## config.mk

```make
export PLATFORM = sky130hd
export DESIGN_NAME = lad_mul
export DESIGN_NICKNAME = d
export VERILOG_FILES = /design/src/design/lad_pkg.sv /design/src/design/lad_mul.sv
export SDC_FILE = /design/constraint.sdc
export NUM_CORES = 2
export LEC_CHECK = 0
export ABC_CLOCK_PERIOD_IN_PS = 11520
export BUFFER_PORTS_ARGS = -buffer_cell sky130_fd_sc_hd__buf_2
export CAP_MARGIN = 5
export CORE_MARGIN = 2
export CORE_UTILIZATION = 55
export CTS_BUF_LIST = sky130_fd_sc_hd__clkbuf_16
export DETAILED_ROUTE_END_ITERATION = 7
export GPL_TIMING_DRIVEN = 0
export PLACE_DENSITY = 0.78
export RECOVER_POWER = 100
export SLEW_MARGIN = 20
export SYNTH_ARGS = -nofsm -noshare
export SYNTH_HDL_FRONTEND = slang
export SYNTH_SLANG_ARGS = --single-unit
export TNS_END_PERCENT = 1
```

## constraint.sdc

```tcl
create_clock -name clk -period 11.52 [get_ports clk]
set_input_delay 2.304 -clock clk [delete_from_list [all_inputs] [get_ports clk]]
set_output_delay 2.304 -clock clk [all_outputs]
set_load 0.01 [all_outputs]
```

## src/design/lad_pkg.sv

```systemverilog
package lad_pkg;

	localparam int CHANNELS_DEF = 4;
	localparam int FRAC_BITS_DEF = 16;

	// configuration port
	localparam int CFG_W = 25;
	localparam int IDX_W = 3;

	localparam logic [IDX_W-1:0] REG_CTRL_BW    = 3'd0;
	localparam logic [IDX_W-1:0] REG_OBS_BW     = 3'd1;
	localparam logic [IDX_W-1:0] REG_GAIN       = 3'd2;
	localparam logic [IDX_W-1:0] REG_GAIN_RECIP = 3'd3;
	localparam logic [IDX_W-1:0] REG_STEP_TIME  = 3'd4;
	localparam logic [IDX_W-1:0] REG_DRIVE_LIM  = 3'd5;
	localparam logic [IDX_W-1:0] REG_ALPHA      = 3'd6;

	localparam logic [24:0] RST_CTRL_BW    = 25'd1638400;
	localparam logic [24:0] RST_OBS_BW     = 25'd3932160;
	localparam logic [24:0] RST_GAIN       = 25'd13107;
	localparam logic [24:0] RST_GAIN_RECIP = 25'd327680;
	localparam logic [16:0] RST_STEP_TIME  = 17'd655;
	localparam logic [14:0] RST_DRIVE_LIM  = 15'd1000;
	localparam logic [16:0] RST_ALPHA      = 17'd19661;

	typedef struct packed {
		logic [1:0]         wheel;
		logic signed [31:0] measured_rpm;
		logic signed [31:0] target_rpm;
		logic               operational;
	} in_t;

	typedef struct packed {
		logic [1:0]         wheel_out;
		logic signed [15:0] drive;
		logic               brake;
	} out_t;

	typedef struct packed {
		logic [24:0] ctrl_bandwidth;
		logic [24:0] observer_bandwidth;
		logic [24:0] input_gain;
		logic [24:0] input_gain_recip;
		logic [16:0] step_time;
		logic [14:0] drive_limit;
		logic [16:0] filter_alpha;
	} cfg_t;

	typedef struct packed {
		logic               en;
		logic signed [31:0] a;
		logic signed [31:0] b;
	} mul_req_t;

	typedef struct packed {
		logic signed [63:0] prod;
		logic signed [31:0] mq;
	} mul_rsp_t;

	function automatic logic signed [31:0] sat32(input logic signed [65:0] x);
		logic signed [65:0] hi;
		logic signed [65:0] lo;
		hi = 66'sd2147483647;
		lo = -66'sd2147483648;
		if (x > hi) return 32'sh7FFFFFFF;
		if (x < lo) return 32'sh80000000;
		return x[31:0];
	endfunction

endpackage

```

## src/design/lad_mul.sv

```systemverilog
module lad_mul #(
	parameter int FRAC_BITS = lad_pkg::FRAC_BITS_DEF
) (
	input  logic              clk,
	input  lad_pkg::mul_req_t req,
	output lad_pkg::mul_rsp_t rsp
);
	import lad_pkg::*;

	logic signed [31:0] op_a;
	logic signed [31:0] op_b;
	logic signed [63:0] prod_q;
	logic signed [63:0] prod_sh;

	assign op_a = req.a;
	assign op_b = req.b;

	// product holds while no new operation is issued
	always_ff @(posedge clk) begin
		if (req.en) begin
			prod_q <= 64'(op_a) * 64'(op_b);
		end
	end

	// floor shift back to Q format, then saturate
	assign prod_sh  = prod_q >>> FRAC_BITS;
	assign rsp.prod = prod_q;
	assign rsp.mq   = sat32(66'(prod_sh));

endmodule

```

# Word-level counts from Yosys, hierarchy flattened
# Index checks and enable logic that the tools add are counted.
[classes]
multipliers = 1
muxes = 7
order_cmp = 2
[ops]
columns = ["operator", "n"]
rows = [
  ["$mux W32", 4],
  ["$mul A32 B32 Y64", 1],
  ["$gt A48 B32 Y1 const B", 1],
  ["$lt A48 B32 Y1 const B", 1],
  ["$mux W1", 3],
]
[totals]
in_bits = 66
word_cells = 11
output_inout_bits = 96
reg_bits = 64

# Logic depth before layout (Yosys ltp)
[logic_depth]
depth_word = 5
depth_mapped = 28
mapped_depth_nobuf = 26

# Worst setup path before layout
# Ideal clock, no wire load.
[synth_path]
path_type = "input to register"
startpoint = "input req[63] in the netlist's numbering"
endpoint = "register prod_q[63], data pin"
slack_ns = 1.656
cell_stages = 25
path_buffers = 1
t_required_ns = 11.358
arrival_time_ns = 9.702
cell_sequence = "clkbuf_1 > nand2_1 > inv_1 > fa_1 > fa_1 > fa_1 > fa_1 > inv_1 > fa_1 > inv_1 > fa_1 > inv_1 > fa_1 > inv_1 > fa_1 > ha_1 > and3_1 > and3_1 > nand3_1 > nor2_1 > a2111oi_0 > o31a_1 > a21oi_2 > or4b_1 > o2111ai_1"
[synth_between]
elab_chain_cells = 1
[synth_rtl]
columns = ["element", "line", "text"]
rows = [
  ["from (decl)", "lad_mul.sv:5", "input lad_pkg::mul_req_t req,"],
  ["$mul A32 B32 Y64", "lad_mul.sv:21", "prod_q <= 64'(op_a) * 64'(op_b);"],
  ["to (signal assigned)", "lad_mul.sv:21", ""],
  ["to (decl)", "lad_mul.sv:12", "logic signed [63:0] prod_q;"],
]
# Every way passes these cells.
# A chain may end at the register's enable or synchronous reset.

# Worst setup path after layout
[layout_path]
startpoint = "input req[7] in the netlist's numbering"
endpoint = "register prod_q[63], data pin"
# The elaborated chain is that of the path after synthesis.

==> implementation parameters <==
Parameter                              Value

GRT
  Overall track demand over capacity in global routing    between 30 and 40%
  Total grt overflow    0
  Largest net degree at the start of global routing    65
  Initial antenna violation count    16
  Via count of the first global-routing pass    around 32000
  Global-route wire length before repair    between 150000 and 200000 um

Worst setup path
  Cell family with the largest share of critical-path delay    adder cells
  Count of buffering cells on the critical path with inverters included    8
  Max FO, Critical Path    10
  Data required time of the critical path    around 12 ns
  Most numerous cell on the critical path    sky130_fd_sc_hd__fa_1
  Crit path DAT    11.49 ns
  Start-to-end type of the worst setup path    input port to register
  Kind of start point of the critical path    input port
  CP Capture Type    register
  Worst path slowest cell    sky130_fd_sc_hd__fa_1
  Worst setup path startpoint    req[7]
  Largest stage delay, worst path    roughly 0.93 ns
  Crit path to    prod_q[63]
  Crit. path cell count    27

Layout
  Biggest regs    prod_q: 64 flops
  Largest register FFs    64
  Register with the most flip-flops    prod_q
  Area Overhead vs Synth    5.566%
  Ratio of cells with drive above 1 in the final layout    approximately 2%
  Number of nets at the end of the flow    5515

Clock tree
  Hold-fix buffers at CTS    0
  Num CTS Buffers    9
  Number of setup buffers added after CTS    0
  Post-cts resize count    0
  Clock tree from TritonCTS    built
  Sink Count    64
  Master cell of the clock root buffer    sky130_fd_sc_hd__clkbuf_16
  Level count of the clock H-tree    3
  Clock-pin slew on the worst setup and hold paths    ~0.060 ns
  Number of buffers on the longest clock path    2

Run status
  Failing checks    capacitance limit, slew limit
  Run status    complete, but fails checks

Timing
  Fmax    ~88 MHz
  Setup repair after global routing missed its margin    yes
  Setup violators final    0
  Period utilisation layout    a little over nine tenths
  Number of hold-slack violations in the final timing report    0
  Worst Tran Pin Value    roughly 3.4 ns
  Final period demand of the worst path    between 10 and 15 ns
  Worst slew margin    -128.3%
  Worst hold slack    around 2.5 ns
  Number of max-slew violations in the final report    70

Placed design
  HPWL after detailed placement    112700 um
  Number of I/O port buffers    ~160
  Final Wtd Congestion    1.121

Synthesis
  Post-synth EDFFs    between 60 and 70
  Synth top cells by count    sky130_fd_sc_hd__fa_1 (1082), sky130_fd_sc_hd__inv_1 (976), sky130_fd_sc_hd__and2_1 (524)
  Fraction of the yosys area taken by sequential cells    under 10%
  Synth Warn #    0
  Most common cell in the netlist    sky130_fd_sc_hd__fa_1
  Total nets after synthesis    between 5000 and 6000
  Gate Count Post-Synth    4014
  Number of synthesized register bits    64
  Top-area cell type share of the netlist area    a little under three fifths
  Leading cell types by total area after synthesis    sky130_fd_sc_hd__fa_1 (56%), sky130_fd_sc_hd__inv_1 (9.5%), sky130_fd_sc_hd__and2_1 (8.5%)
  Mean cell area of the mapped netlist    9.582 um2
  Count of different cell masters after synthesis    52
  Synth async-reset ratio    0%
  Top_reg_cell synth    sky130_fd_sc_hd__edfxtp_1
  Cell area after synthesis    38460 um2
  Cell type contributing the most total cell area after synthesis    sky130_fd_sc_hd__fa_1

Drt
  Wire length reported by the detailed router    roughly 140000 um
  WL/cell    around 27 um
  First DRT Iteration DRCs    about 2800
  Drt via density    about 6
  Number of nets with antenna violations after detailed routing    0
  Drc violations    0
  Number of iterations in the first detailed-routing pass    6
  Vias after detailed routing    between 20000 and 30000

Run
  Number of max-capacitance violations reported    2

Floorplanning
  Die W    ~270 um
  Floorplan core area    68950 um2
  Y dimension of the die    268.5 um
  Num ports    ~160
  Floorplan die area    ~70000 um2
  Starting density of the core    55.79%
  Std cell rows    96

Hold path
  Worst min-delay path class    input port to register
  Count of cells along the worst hold path    2
## cell usage in the layout, fill, tap and decap left out, drive strengths merged, types with 4 or more instances in the layout
cell type	netlist	final
a211oi	7	7
a21o	51	51
a21oi	74	74
a31oi	7	7
a41oi	4	4
and2	524	524
and3	8	8
buf	1	62
clkbuf	211	317
clkinv	0	4
diode	0	10
edfxtp	64	64
fa	1082	1082
ha	184	184
inv	976	977
nand2	518	518
nand2b	12	12
nand3	18	18
nand4	12	12
nor2	59	59
nor2b	6	6
nor3	12	12
nor4	7	7
o211ai	8	8
o21a	7	7
o21ai	43	43
o21bai	11	11
o31ai	6	6
xnor2	46	46
xor2	25	25
## worst min-delay path by stage
| stage | startpoint | to | slack [ns] |
|---|---|---|---|
| 3_5_place_dp | prod_q[12] | rsp[44] | 2.71 |
| 3_3_place_gp | prod_q[15] | rsp[47] | 2.72 |
| 6_report | req[0] | prod_q[0] | 2.47 |
| 4_1_cts | req[0] | prod_q[0] | 2.45 |
| 5_1_grt | req[0] | prod_q[0] | 2.47 |
| 2_1_floorplan | req[64] | prod_q[0] | 2.42 |
## layer usage
metal  GRT usage [%]  part of all wire [%]  up-vias
li1                -                     -    11900
met5               0                 0.059        -
met4           32.87                    11        8
met3           11.35                    12      678
met1           47.87                    34    15280
met2           58.83                    43     2085
## final cells by class
| cell class | count | area (um2) |
|---|---|---|
| sequential | 64 | 1922 |
| fill | 6214 | 28340 |
| antenna | 10 | 25.02 |
| buffer | 209 | 787.0 |
| timing repair buffer | 161 | 680.7 |
| multi-input combinational | 2762 | 32070 |
| tap | 931 | 1165 |
| inverter | 976 | 3664 |
| clock buffer | 9 | 225.2 |
| clock inverter | 7 | 63.81 |
## stage by stage
step           area, um2  utilization, %  setup TNS (ns)  setup WS (ns)  cells
2_1_floorplan      38460               -               0          1.656   4014
5_1_grt            40580           58.86         -0.1193        -0.1193   5119
3_5_place_dp       40450           58.66         -0.3026        -0.3026   5106
4_1_cts            40740           59.08               0        0.04913   5122
3_3_place_gp       40430           58.65         -0.2709        -0.2709   5106
6_report           40600           58.89               0         0.1765   5129
## cells by family after synthesis
kind of cell	Yosys count	synth area share (%)
buf+inv	1188	11.59
simple gates	1189	15.54
fa+ha+maj	1266	62.30
flops	64	4.997
xor+xnor	71	1.617
compound gates	236	3.956
Power is left out: the tool's default activity adds up to more than one toggle a clock period on the data nets, which glitch-free logic cannot reach.
