$ cat src/design/lad_pkg.sv
package lad_pkg;

	localparam int CHANNELS_DEF = 4;
	localparam int FRAC_BITS_DEF = 16;

	// configuration port
	localparam int CFG_W = 25;
	localparam int IDX_W = 3;

	localparam logic [IDX_W-1:0] REG_CTRL_BW    = 3'd0;
	localparam logic [IDX_W-1:0] REG_OBS_BW     = 3'd1;
	localparam logic [IDX_W-1:0] REG_GAIN       = 3'd2;
	localparam logic [IDX_W-1:0] REG_GAIN_RECIP = 3'd3;
	localparam logic [IDX_W-1:0] REG_STEP_TIME  = 3'd4;
	localparam logic [IDX_W-1:0] REG_DRIVE_LIM  = 3'd5;
	localparam logic [IDX_W-1:0] REG_ALPHA      = 3'd6;

	localparam logic [24:0] RST_CTRL_BW    = 25'd1638400;
	localparam logic [24:0] RST_OBS_BW     = 25'd3932160;
	localparam logic [24:0] RST_GAIN       = 25'd13107;
	localparam logic [24:0] RST_GAIN_RECIP = 25'd327680;
	localparam logic [16:0] RST_STEP_TIME  = 17'd655;
	localparam logic [14:0] RST_DRIVE_LIM  = 15'd1000;
	localparam logic [16:0] RST_ALPHA      = 17'd19661;

	typedef struct packed {
		logic [1:0]         wheel;
		logic signed [31:0] measured_rpm;
		logic signed [31:0] target_rpm;
		logic               operational;
	} in_t;

	typedef struct packed {
		logic [1:0]         wheel_out;
		logic signed [15:0] drive;
		logic               brake;
	} out_t;

	typedef struct packed {
		logic [24:0] ctrl_bandwidth;
		logic [24:0] observer_bandwidth;
		logic [24:0] input_gain;
		logic [24:0] input_gain_recip;
		logic [16:0] step_time;
		logic [14:0] drive_limit;
		logic [16:0] filter_alpha;
	} cfg_t;

	typedef struct packed {
		logic               en;
		logic signed [31:0] a;
		logic signed [31:0] b;
	} mul_req_t;

	typedef struct packed {
		logic signed [63:0] prod;
		logic signed [31:0] mq;
	} mul_rsp_t;

	function automatic logic signed [31:0] sat32(input logic signed [65:0] x);
		logic signed [65:0] hi;
		logic signed [65:0] lo;
		hi = 66'sd2147483647;
		lo = -66'sd2147483648;
		if (x > hi) return 32'sh7FFFFFFF;
		if (x < lo) return 32'sh80000000;
		return x[31:0];
	endfunction

endpackage

$ cat src/design/lad_ctrl.sv
module lad_ctrl #(
	parameter int CHANNELS  = lad_pkg::CHANNELS_DEF,
	parameter int FRAC_BITS = lad_pkg::FRAC_BITS_DEF
) (
	input  logic              clk,
	input  logic              arst_n,
	input  lad_pkg::cfg_t     cfg,
	input  logic              in_valid,
	output logic              in_stall,
	input  lad_pkg::in_t      in_data,
	output logic              out_valid,
	input  logic              out_stall,
	output lad_pkg::out_t     out_data,
	output lad_pkg::mul_req_t mul_req,
	input  lad_pkg::mul_rsp_t mul_rsp
);
	import lad_pkg::*;

	localparam int CH_W = (CHANNELS > 1) ? $clog2(CHANNELS) : 1;
	localparam logic signed [31:0] ONE_Q = 32'sd1 <<< FRAC_BITS;

	localparam logic [3:0] S_IDLE = 4'd0;
	localparam logic [3:0] S_FOLD = 4'd1;
	localparam logic [3:0] S_NEW  = 4'd2;
	localparam logic [3:0] S_BU   = 4'd3;
	localparam logic [3:0] S_B2   = 4'd4;
	localparam logic [3:0] S_B1E  = 4'd5;
	localparam logic [3:0] S_B2E  = 4'd6;
	localparam logic [3:0] S_DZ1H = 4'd7;
	localparam logic [3:0] S_TH   = 4'd8;
	localparam logic [3:0] S_ERR  = 4'd9;
	localparam logic [3:0] S_WC   = 4'd10;
	localparam logic [3:0] S_WCR  = 4'd11;
	localparam logic [3:0] S_RCP  = 4'd12;
	localparam logic [3:0] S_DONE = 4'd13;

	logic [3:0] step_q;
	in_t        item_q;
	logic       out_valid_q;
	out_t       out_q;

	logic signed [31:0] observed_speed_q [CHANNELS];
	logic signed [31:0] observed_disturbance_q [CHANNELS];
	logic signed [31:0] previous_drive_q [CHANNELS];
	logic signed [31:0] filtered_speed_q [CHANNELS];

	logic signed [63:0] acc_q;
	logic signed [31:0] filt_q;
	logic signed [31:0] t1_q;
	logic signed [31:0] e_q;
	logic signed [31:0] beta2_q;
	logic signed [31:0] dz1_q;
	logic signed [31:0] t_q;
	logic signed [31:0] z1n_q;
	logic signed [31:0] z2n_q;
	logic signed [31:0] err_q;
	logic signed [31:0] diff_q;

	logic [CH_W-1:0]    idx;
	logic               in_range;
	logic               in_range_new;
	logic               take_in;
	logic               out_free;
	logic               done_fire;
	logic signed [31:0] z1;
	logic signed [31:0] z2;
	logic signed [31:0] u_prev;
	logic signed [31:0] filt_prev;
	logic signed [31:0] raw;
	logic signed [31:0] target;
	logic signed [31:0] alpha_s;
	logic signed [31:0] alpha_c;
	logic signed [31:0] wo_s;
	logic signed [31:0] beta1;
	logic signed [31:0] h_s;
	logic signed [31:0] b0_s;
	logic signed [31:0] wc_s;
	logic signed [31:0] rcp_s;
	logic signed [63:0] prod;
	logic signed [31:0] mq;
	logic signed [63:0] fsum;
	logic signed [47:0] lim;
	logic signed [47:0] mq48;
	logic signed [47:0] c48;
	logic signed [31:0] cmd;
	logic signed [32:0] c33;
	logic signed [32:0] mag;
	logic signed [32:0] q33;
	logic signed [15:0] drive16;

	assign idx          = CH_W'(item_q.wheel);
	assign in_range     = 32'(item_q.wheel) < 32'(CHANNELS);
	assign in_range_new = 32'(in_data.wheel) < 32'(CHANNELS);

	assign in_stall  = (step_q != S_IDLE);
	assign take_in   = in_valid && !in_stall;
	assign out_free  = !out_valid_q || !out_stall;
	assign done_fire = (step_q == S_DONE) && out_free;
	assign out_valid = out_valid_q;
	assign out_data  = out_q;

	assign z1        = observed_speed_q[idx];
	assign z2        = observed_disturbance_q[idx];
	assign u_prev    = previous_drive_q[idx];
	assign filt_prev = filtered_speed_q[idx];
	assign raw       = item_q.measured_rpm;
	assign target    = item_q.target_rpm;

	assign alpha_s = 32'(cfg.filter_alpha);
	assign alpha_c = (alpha_s > ONE_Q) ? ONE_Q : alpha_s;
	assign wo_s    = 32'(cfg.observer_bandwidth);
	assign beta1   = wo_s <<< 1;
	assign h_s     = 32'(cfg.step_time);
	assign b0_s    = 32'(cfg.input_gain);
	assign wc_s    = 32'(cfg.ctrl_bandwidth);
	assign rcp_s   = 32'(cfg.input_gain_recip);

	assign prod = mul_rsp.prod;
	assign mq   = mul_rsp.mq;
	assign fsum = (acc_q + prod) >>> FRAC_BITS;

	// operand selection for the shared multiplier
	always_comb begin
		mul_req = '0;
		unique case (step_q)
			S_FOLD: begin
				mul_req.en = 1'b1;
				mul_req.a  = ONE_Q - alpha_c;
				mul_req.b  = filt_prev;
			end
			S_NEW: begin
				mul_req.en = 1'b1;
				mul_req.a  = alpha_c;
				mul_req.b  = raw;
			end
			S_BU: begin
				mul_req.en = 1'b1;
				mul_req.a  = b0_s;
				mul_req.b  = u_prev;
			end
			S_B2: begin
				mul_req.en = 1'b1;
				mul_req.a  = wo_s;
				mul_req.b  = wo_s;
			end
			S_B1E: begin
				mul_req.en = 1'b1;
				mul_req.a  = beta1;
				mul_req.b  = e_q;
			end
			S_B2E: begin
				mul_req.en = 1'b1;
				mul_req.a  = beta2_q;
				mul_req.b  = e_q;
			end
			S_DZ1H: begin
				mul_req.en = 1'b1;
				mul_req.a  = dz1_q;
				mul_req.b  = h_s;
			end
			S_TH: begin
				mul_req.en = 1'b1;
				mul_req.a  = t_q;
				mul_req.b  = h_s;
			end
			S_WC: begin
				mul_req.en = 1'b1;
				mul_req.a  = wc_s;
				mul_req.b  = err_q;
			end
			S_RCP: begin
				mul_req.en = 1'b1;
				mul_req.a  = diff_q;
				mul_req.b  = rcp_s;
			end
			default: begin
				mul_req = '0;
			end
		endcase
	end

	// clamp to the drive limit and truncate toward zero
	always_comb begin
		lim  = 48'(cfg.drive_limit) << FRAC_BITS;
		mq48 = 48'(mq);
		if (mq48 > lim) begin
			c48 = lim;
		end else if (mq48 < -lim) begin
			c48 = -lim;
		end else begin
			c48 = mq48;
		end
		cmd     = c48[31:0];
		c33     = 33'(cmd);
		mag     = cmd[31] ? -c33 : c33;
		q33     = mag >>> FRAC_BITS;
		drive16 = cmd[31] ? -q33[15:0] : q33[15:0];
	end

	always_ff @(posedge clk or negedge arst_n) begin
		if (!arst_n) begin
			step_q <= S_IDLE;
		end else begin
			unique case (step_q)
				S_IDLE: begin
					if (take_in) begin
						step_q <= (in_data.operational && in_range_new) ? S_FOLD : S_DONE;
					end
				end
				S_DONE: begin
					if (out_free) step_q <= S_IDLE;
				end
				default: begin
					step_q <= step_q + 4'd1;
				end
			endcase
		end
	end

	always_ff @(posedge clk) begin
		if (take_in) item_q <= in_data;
	end

	// retire the product issued in the previous step
	always_ff @(posedge clk) begin
		unique case (step_q)
			S_NEW: acc_q <= prod;
			S_BU:  filt_q <= sat32(66'(fsum));
			S_B2: begin
				t1_q <= mq;
				e_q  <= sat32(66'(filt_q) - 66'(z1));
			end
			S_B1E:  beta2_q <= mq;
			S_B2E:  dz1_q <= sat32(66'(z2) + 66'(t1_q) + 66'(mq));
			S_DZ1H: t_q <= mq;
			S_TH:   z1n_q <= sat32(66'(z1) + 66'(mq));
			S_ERR: begin
				z2n_q <= sat32(66'(z2) + 66'(mq));
				err_q <= sat32(66'(target) - 66'(z1n_q));
			end
			S_WCR:  diff_q <= sat32(66'(mq) - 66'(z2n_q));
			default: begin
			end
		endcase
	end

	always_ff @(posedge clk or negedge arst_n) begin
		if (!arst_n) begin
			for (int i = 0; i < CHANNELS; i++) begin
				observed_speed_q[i]       <= '0;
				observed_disturbance_q[i] <= '0;
				previous_drive_q[i]       <= '0;
				filtered_speed_q[i]       <= '0;
			end
		end else if (done_fire) begin
			if (!item_q.operational) begin
				// brake clears every channel
				for (int i = 0; i < CHANNELS; i++) begin
					observed_speed_q[i]       <= '0;
					observed_disturbance_q[i] <= '0;
					previous_drive_q[i]       <= '0;
					filtered_speed_q[i]       <= '0;
				end
			end else if (in_range) begin
				observed_speed_q[idx]       <= z1n_q;
				observed_disturbance_q[idx] <= z2n_q;
				previous_drive_q[idx]       <= cmd;
				filtered_speed_q[idx]       <= filt_q;
			end
		end
	end

	always_ff @(posedge clk or negedge arst_n) begin
		if (!arst_n) begin
			out_valid_q <= 1'b0;
		end else if (done_fire) begin
			out_valid_q <= 1'b1;
		end else if (!out_stall) begin
			out_valid_q <= 1'b0;
		end
	end

	always_ff @(posedge clk) begin
		if (done_fire) begin
			out_q.wheel_out <= item_q.wheel;
			out_q.drive     <= (item_q.operational && in_range) ? drive16 : 16'sd0;
			out_q.brake     <= !item_q.operational;
		end
	end

endmodule

$ cat config.mk
export PLATFORM = sky130hd
export DESIGN_NAME = lad_ctrl
export DESIGN_NICKNAME = d
export VERILOG_FILES = /design/src/design/lad_pkg.sv /design/src/design/lad_ctrl.sv
export SDC_FILE = /design/constraint.sdc
export NUM_CORES = 2
export LEC_CHECK = 0
export BUFFER_PORTS_ARGS = -buffer_cell sky130_fd_sc_hd__buf_4
export CAP_MARGIN = 0
export CORE_AREA = 4 4 277 415
export DETAILED_ROUTE_END_ITERATION = 7
export DIE_AREA = 0 0 281 419
export GPL_TIMING_DRIVEN = 1
export PLACE_DENSITY_LB_ADDON = 0.2
export SLEW_MARGIN = 30
export SYNTH_ARGS = -nofsm -noshare
export SYNTH_HDL_FRONTEND = slang
export SYNTH_SLANG_ARGS = --single-unit
export TNS_END_PERCENT = 1
$ cat constraint.sdc
create_clock -name clk -period 6.65 [get_ports clk]
set_input_delay 1.33 -clock clk [delete_from_list [all_inputs] [get_ports clk]]
set_output_delay 1.33 -clock clk [all_outputs]
set_load 0.005 [all_outputs]
# After elaboration in Yosys (flattened, before gate mapping)
# Cells that the tools add are included.
# totals
register_bits	987
wordCells	193
# classes
n_eq_ne	16
mux	97
n_reduce_logical	11
addsub	13
bitwise_logic	1
order_cmp	19
# op_table
operator	n
$mux 32	40
$pmux 65 s10	1
$bwmux 128	4
$mux 128	4
$bmux 32 s2	4
$gt 33x32->1 const B	5
$lt 33x32->1 const B	5
$add 32x32->33	3
$sub 32x32->33	3
$add 64x64->64	1
$demux 32 s2	1
$gt 48x32->1 const B	1
$lt 32x48->1	1
$lt 48x32->1 const B	1
$neg 31->48	1
$mux 1	37
$add 33x32->34	1
$gt 34x32->1 const B	1
$lt 34x32->1 const B	1
$gt 32x32->1	1
$neg 32->32	1
$eq 4x4->1 const B	6
$sub 17x17->18 const A	1
$gt 17x17->1 const B	1
other kinds (20)	32

# Logic depth before layout (Yosys ltp)
# logic_depth
depth_word	13
depth_mapped	25
mapped_depth_nobuf	22

# Worst setup path before layout
# OpenSTA, ideal clock, no wires.
# synth_timing
path_type	input to register
startpoint	in cfg[17] (netlist name)
endpoint	reg out_q (netlist bit out_data[9]), data pin
arrival_time_ps	6216
cell_stages	25
slack_ps	179
setup_ps	255
cell_sequence	inv_1 -> ha_1 -> clkbuf_1 -> nand3_1 -> or3_1 -> clkbuf_1 -> nor3_1 -> ha_1 -> ha_1 -> nand4_4 -> nor3_4 -> or3b_4 -> and2_4 -> and4_1 -> a31oi_1 -> buf_4 -> clkbuf_1 -> nor2_1 -> xor2_1 -> ha_1 -> inv_1 -> or4b_1 -> a21oi_1 -> xnor2_1 -> and2_1
# synth_via
elab_chain_len	8
elab_cells_between_ends	9
cone_classes	add/sub (3); order compare (2); mux (4)
# synth_lines
element	line	rtl
from (decl)	lad_ctrl.sv:7	input lad_pkg::cfg_t cfg,
$neg 31->48	lad_ctrl.sv:189	c48 = -lim;
$lt 32x48->1	lad_ctrl.sv:188	end else if (mq48 < -lim) begin
$mux 32	lad_ctrl.sv:188	
$mux 32 (*)	lad_ctrl.sv:186	if (mq48 > lim) begin
$neg 32->32	lad_ctrl.sv:195	mag = cmd[31] ? -c33 : c33;
$mux 32	lad_ctrl.sv:195	
$neg 16->16	lad_ctrl.sv:197	drive16 = cmd[31] ? -q33[15:0] : q33[15:0];
$mux 16 (*)	lad_ctrl.sv:197	
to (decl)	lad_ctrl.sv:40	out_t out_q;
# Every way passes the cells marked *; elsewhere a longest branch is shown, timed or not.
# A chain may end at the register's enable or synchronous reset.

==> run_summary.xml <==
<?xml version="1.0" encoding="UTF-8"?>
<metrics>
  <group name="grt">
    <metric name="global_route.usage.total" unit="%">32.43</metric>
    <metric name="initial_antenna_violation_count" unit="">5</metric>
    <metric name="via_count_of_the_first_global_routing_pass" unit="">45280</metric>
    <metric name="grt_max_degree" unit="">146</metric>
    <metric name="global_route.overflow_total" unit="">0</metric>
    <metric name="grt_pass1_wl" unit="um">286800</metric>
  </group>
  <group name="sta">
    <metric name="final_max_slew_viol_count" unit="">0</metric>
    <metric name="fin_crit_sh" unit="%">94.50</metric>
    <metric name="final.min_clock_period" unit="ns">6.284</metric>
    <metric name="setup_violations" unit="">0</metric>
    <metric name="finalHoldWorstSlack" unit="ns">0.4737</metric>
    <metric name="unrepaired_setup_endpoints_after_global_routing" unit="">false</metric>
    <metric name="timing_hold_violations_final" unit="">0</metric>
    <metric name="clock.fmax" unit="MHz">159.1</metric>
    <metric name="worst-slew-pin-transition" unit="ns">1.036</metric>
    <metric name="slew_headroom" unit="%">30.96</metric>
    <metric name="clock-skew-final" unit="ns">0.03653</metric>
    <metric name="finalSetupTns" unit="ns">0</metric>
  </group>
  <group name="worst_hold_path">
    <metric name="holdCritStartpoint" unit="">observed_speed_q[26]</metric>
    <metric name="min-delay-path-class" unit="">register to register</metric>
  </group>
  <group name="floorplan">
    <metric name="fp-row-count" unit="">150</metric>
    <metric name="die_footprint" unit="mm2">0.1177</metric>
    <metric name="start_util" unit="%">49.76</metric>
    <metric name="die_h" unit="um">419</metric>
    <metric name="fp.dieW" unit="um">281</metric>
    <metric name="top_level_ports" unit="">402</metric>
    <metric name="coreArea" unit="mm2">0.1113</metric>
  </group>
  <group name="synthesis">
    <metric name="synth_top_area_share" unit="%">25.49</metric>
    <metric name="flip_flop_cell_with_the_highest_count_after_synthesis" unit="">sky130_fd_sc_hd__dfrtp_1</metric>
    <metric name="syn-num-nets" unit="">5667</metric>
    <metric name="postSynthCellCount" unit="">5007</metric>
    <metric name="synth_cell_types" unit="">96</metric>
    <metric name="syn_area" unit="mm2">0.05538</metric>
    <metric name="ys_seq_elements" unit="">987</metric>
    <metric name="postSynthAreaPerCell" unit="um2">11.06</metric>
    <metric name="synth.yosys.warnings" unit="">0</metric>
    <metric name="synth_edf_count" unit="">470</metric>
    <metric name="synth.yosys.seq_area_share" unit="%">48.85</metric>
    <metric name="post_synth_main_area_contributors" unit="">sky130_fd_sc_hd__edfxtp_1 25%, sky130_fd_sc_hd__dfrtp_1 23%, sky130_fd_sc_hd__ha_1 6.9%</metric>
    <metric name="synth_area_leader_cell" unit="">sky130_fd_sc_hd__edfxtp_1</metric>
    <metric name="synth_async_sr_flop_share" unit="%">52.38</metric>
  </group>
  <group name="layout">
    <metric name="fillerInstances" unit="">9482</metric>
    <metric name="final_cell_mix" unit="">556 x sky130_fd_sc_hd__buf_4, 517 x sky130_fd_sc_hd__dfrtp_1, 501 x sky130_fd_sc_hd__o21ai_0</metric>
    <metric name="final_layout_size_suffix_gt1_share" unit="%">17.06</metric>
    <metric name="final_nets" unit="">6067</metric>
    <metric name="layout.cells.most_common" unit="">sky130_fd_sc_hd__buf_4</metric>
    <metric name="multi_input_comb_area" unit="mm2">0.02667</metric>
    <metric name="layout.core_utilization" unit="%">57.53</metric>
    <metric name="area.sequential" unit="mm2">0.02705</metric>
    <metric name="flow.area_growth_from_synthesis" unit="%">15.63</metric>
  </group>
  <group name="critical_path">
    <metric name="crit_path_end_kind" unit="">output port</metric>
    <metric name="worstSetupStartpointType" unit="">input pin</metric>
    <metric name="critical_path_peak_fanout" unit="">6</metric>
    <metric name="worst_setup_path_startpoint" unit="">cfg[2]</metric>
    <metric name="crit_slowest_cell" unit="">sky130_fd_sc_hd__or4b_1</metric>
    <metric name="cp_data_arrival_time" unit="ns">4.95</metric>
    <metric name="cp_cell_sequence" unit="">buf_4, nor2_1, or4b_1, nor3_1, nand3b_1, or3_1, or3_1, o21ai_2, nand2_1, ha_1, o21ai_1, nor2_1, o21ai_0, and2_1, o21ai_0, o2111ai_1, buf_4</metric>
    <metric name="max_stage_delay" unit="ns">0.51</metric>
    <metric name="worstPathRequired" unit="ns">5.32</metric>
    <metric name="critical_path_class" unit="">input pin to output port</metric>
    <metric name="reg2reg_from" unit="">idx[0]</metric>
  </group>
  <group name="clocking">
    <metric name="clk-insertion-delay-late" unit="ns">0.72</metric>
    <metric name="cts_tree" unit="">done</metric>
    <metric name="numClockSinks" unit="">987</metric>
    <metric name="h-tree-depth" unit="">3</metric>
    <metric name="postCtsSetupRepairBufs" unit="">0</metric>
    <metric name="tritoncts.num_buffers" unit="">98</metric>
    <metric name="cts_hold_repair.buffers" unit="">0</metric>
    <metric name="worst_setup_hold_path_clk_slew" unit="ns">0.06</metric>
    <metric name="postCtsResizedCells" unit="">0</metric>
    <metric name="root_buffer" unit="">sky130_fd_sc_hd__clkbuf_16</metric>
    <metric name="deepest_clock_path_buffer_count" unit="">3</metric>
  </group>
  <group name="power">
    <metric name="p_per_area" unit="mW/mm2">433.8</metric>
    <metric name="p_total" unit="mW">27.78</metric>
    <metric name="total_leakage_power" unit="nW">27.32</metric>
    <metric name="worst_ir_drop_vdd" unit="mV">0.3486</metric>
  </group>
  <group name="drt">
    <metric name="routed-via-count" unit="">44610</metric>
    <metric name="number_of_search_and_repair_iterations_in_the_first_detailed_routing_pass" unit="">8</metric>
    <metric name="post-route-drc-count" unit="">2</metric>
    <metric name="drt-total-wl" unit="um">193900</metric>
    <metric name="dr.first_iter.drc_count" unit="">3936</metric>
    <metric name="post_drt_via_cell_ratio" unit="">6.429</metric>
    <metric name="route.detailed.wl_per_inst" unit="um">27.94</metric>
    <metric name="postRouteAntennaNets" unit="">0</metric>
  </group>
  <group name="placed_design">
    <metric name="place.detailed.hpwl" unit="um">140300</metric>
    <metric name="io_buffer_count" unit="">401</metric>
    <metric name="routabilityCongestion" unit="">0.9628</metric>
  </group>
  <group name="run">
    <metric name="max_cap_viol_count" unit="">0</metric>
  </group>
  <group name="outcome">
    <metric name="violations" unit="">design-rule violations</metric>
    <metric name="result_of_the_run" unit="">finished, violations left</metric>
  </group>
</metrics>
[worst max-delay path, delay by kind of cell]
| family | cells | cell delay (ns) |
|---|---|---|
| AOI/OAI and AO/OA | 5 | 0.79 |
| and+or+nand+nor | 9 | 2.29 |
| buffers and inverters | 2 | 0.29 |
| adders and majority gates | 1 | 0.25 |
[area by class of cell]
| class | count | area share [%] |
|---|---|---|
| repair buffers | 577 | 7.132 |
| well taps | 1444 | 2.822 |
| multi-input cells | 3545 | 41.65 |
| clock inverters | 45 | 0.5628 |
| flip-flops and latches | 987 | 42.25 |
| clock buffers | 140 | 4.416 |
| diodes | 3 | 0.01172 |
| inverters | 198 | 1.165 |
[power breakdown]
group          switching [mW]  leakage (nW)  internal (mW)
combinational            7.34          14.4           5.21
sequential              0.888          11.3           8.72
clock                    2.52          1.57           3.09
[stage by stage]
stage	setup slack [ns]	std cells	instance area [um2]
final	0.3656	6939	64030
after global routing	0.09704	6937	64030
after CTS	0.3387	6933	63980
after detailed placement	0.08191	6748	60800
after global placement	0.02297	6748	60790
after floorplan	0.1791	5007	55380
[sequential cells by signal, summed over array words and instances, names as in the netlist, 4 cells and up]
name,flops
previous_drive_q,128
t_q,32
z1n_q,32
step_q,4
observed_disturbance_q,128
e_q,32
z2n_q,32
target,32
filtered_speed_q,128
acc_q,64
beta2_q,32
observed_speed_q,128
raw,32
out_data,19
filt_q,32
err_q,32
t1_q,32
dz1_q,32
diff_q,32
[per-layer routing]
metal / wire, um / part of all wire, % / GRT usage [%] / vias up
li1: - / - / - / 19750
met1: 72450 / 37 / 39.45 / 22450
met2: 97000 / 50 / 55.75 / 1925
met3: 13300 / 6.9 / 4.996 / 488
met4: 11080 / 5.7 / 16.95 / 4
met5: 34 / 0.018 / 0 / -
[synth_stat cells (12+ instances only)]
master                      number
sky130_fd_sc_hd__inv_1         197
sky130_fd_sc_hd__clkbuf_1      251
sky130_fd_sc_hd__nor3_1         64
sky130_fd_sc_hd__a21boi_0       13
sky130_fd_sc_hd__xnor2_1       152
sky130_fd_sc_hd__a21o_1        199
sky130_fd_sc_hd__or3_1          26
sky130_fd_sc_hd__and2_1         25
sky130_fd_sc_hd__a22o_1        238
sky130_fd_sc_hd__o211ai_1       14
sky130_fd_sc_hd__nand4_1        60
sky130_fd_sc_hd__a211oi_1       23
sky130_fd_sc_hd__a221o_1        14
sky130_fd_sc_hd__o21ai_0       501
sky130_fd_sc_hd__or2_2          13
sky130_fd_sc_hd__o21bai_1       41
sky130_fd_sc_hd__maj3_1         18
sky130_fd_sc_hd__a31oi_1        33
sky130_fd_sc_hd__fa_1           38
sky130_fd_sc_hd__and3_1         27
sky130_fd_sc_hd__nor2b_1        31
sky130_fd_sc_hd__nand3_1        89
sky130_fd_sc_hd__a22oi_1       142
sky130_fd_sc_hd__o21a_1         33
sky130_fd_sc_hd__nand2b_1       36
sky130_fd_sc_hd__o31ai_1        22
sky130_fd_sc_hd__xor2_1         82
sky130_fd_sc_hd__dfrtp_1       517
sky130_fd_sc_hd__buf_1          16
sky130_fd_sc_hd__nor4_1         25
sky130_fd_sc_hd__a221oi_1       32
sky130_fd_sc_hd__edfxtp_1      470
sky130_fd_sc_hd__nor2_1        153
sky130_fd_sc_hd__ha_1          306
sky130_fd_sc_hd__o2111ai_1      12
sky130_fd_sc_hd__nand2_1       476
sky130_fd_sc_hd__a222oi_1       17
sky130_fd_sc_hd__a21oi_1       311
sky130_fd_sc_hd__mux4_2        128
[worst paths after layout]
| kind | cells past startpoint | slack [ns] | endpoint |
|---|---|---|---|
| min in group asynchronous | 1 | 0.50 | observed_disturbance_q[125] |
| max in group asynchronous | 2 | 5.04 | filtered_speed_q[3] |
| setup / recovery | 17 | 0.37 | mul_req[48] |
| hold / removal | 2 | 0.47 | observed_speed_q[26] |
| hold reg to reg | 2 | 0.47 | observed_speed_q[26] |
| setup reg to reg | 15 | 0.55 | z1n_q[6] |
[logic make-up after synthesis]
kind of cell,synth area share [%]
compound gates,20.82
simple gates,9.327
flops,48.85
buf+inv,3.281
fa+ha+maj,8.613
xor+xnor,3.701
mux,5.411
Note: power is estimated with default switching activity, not from simulation.
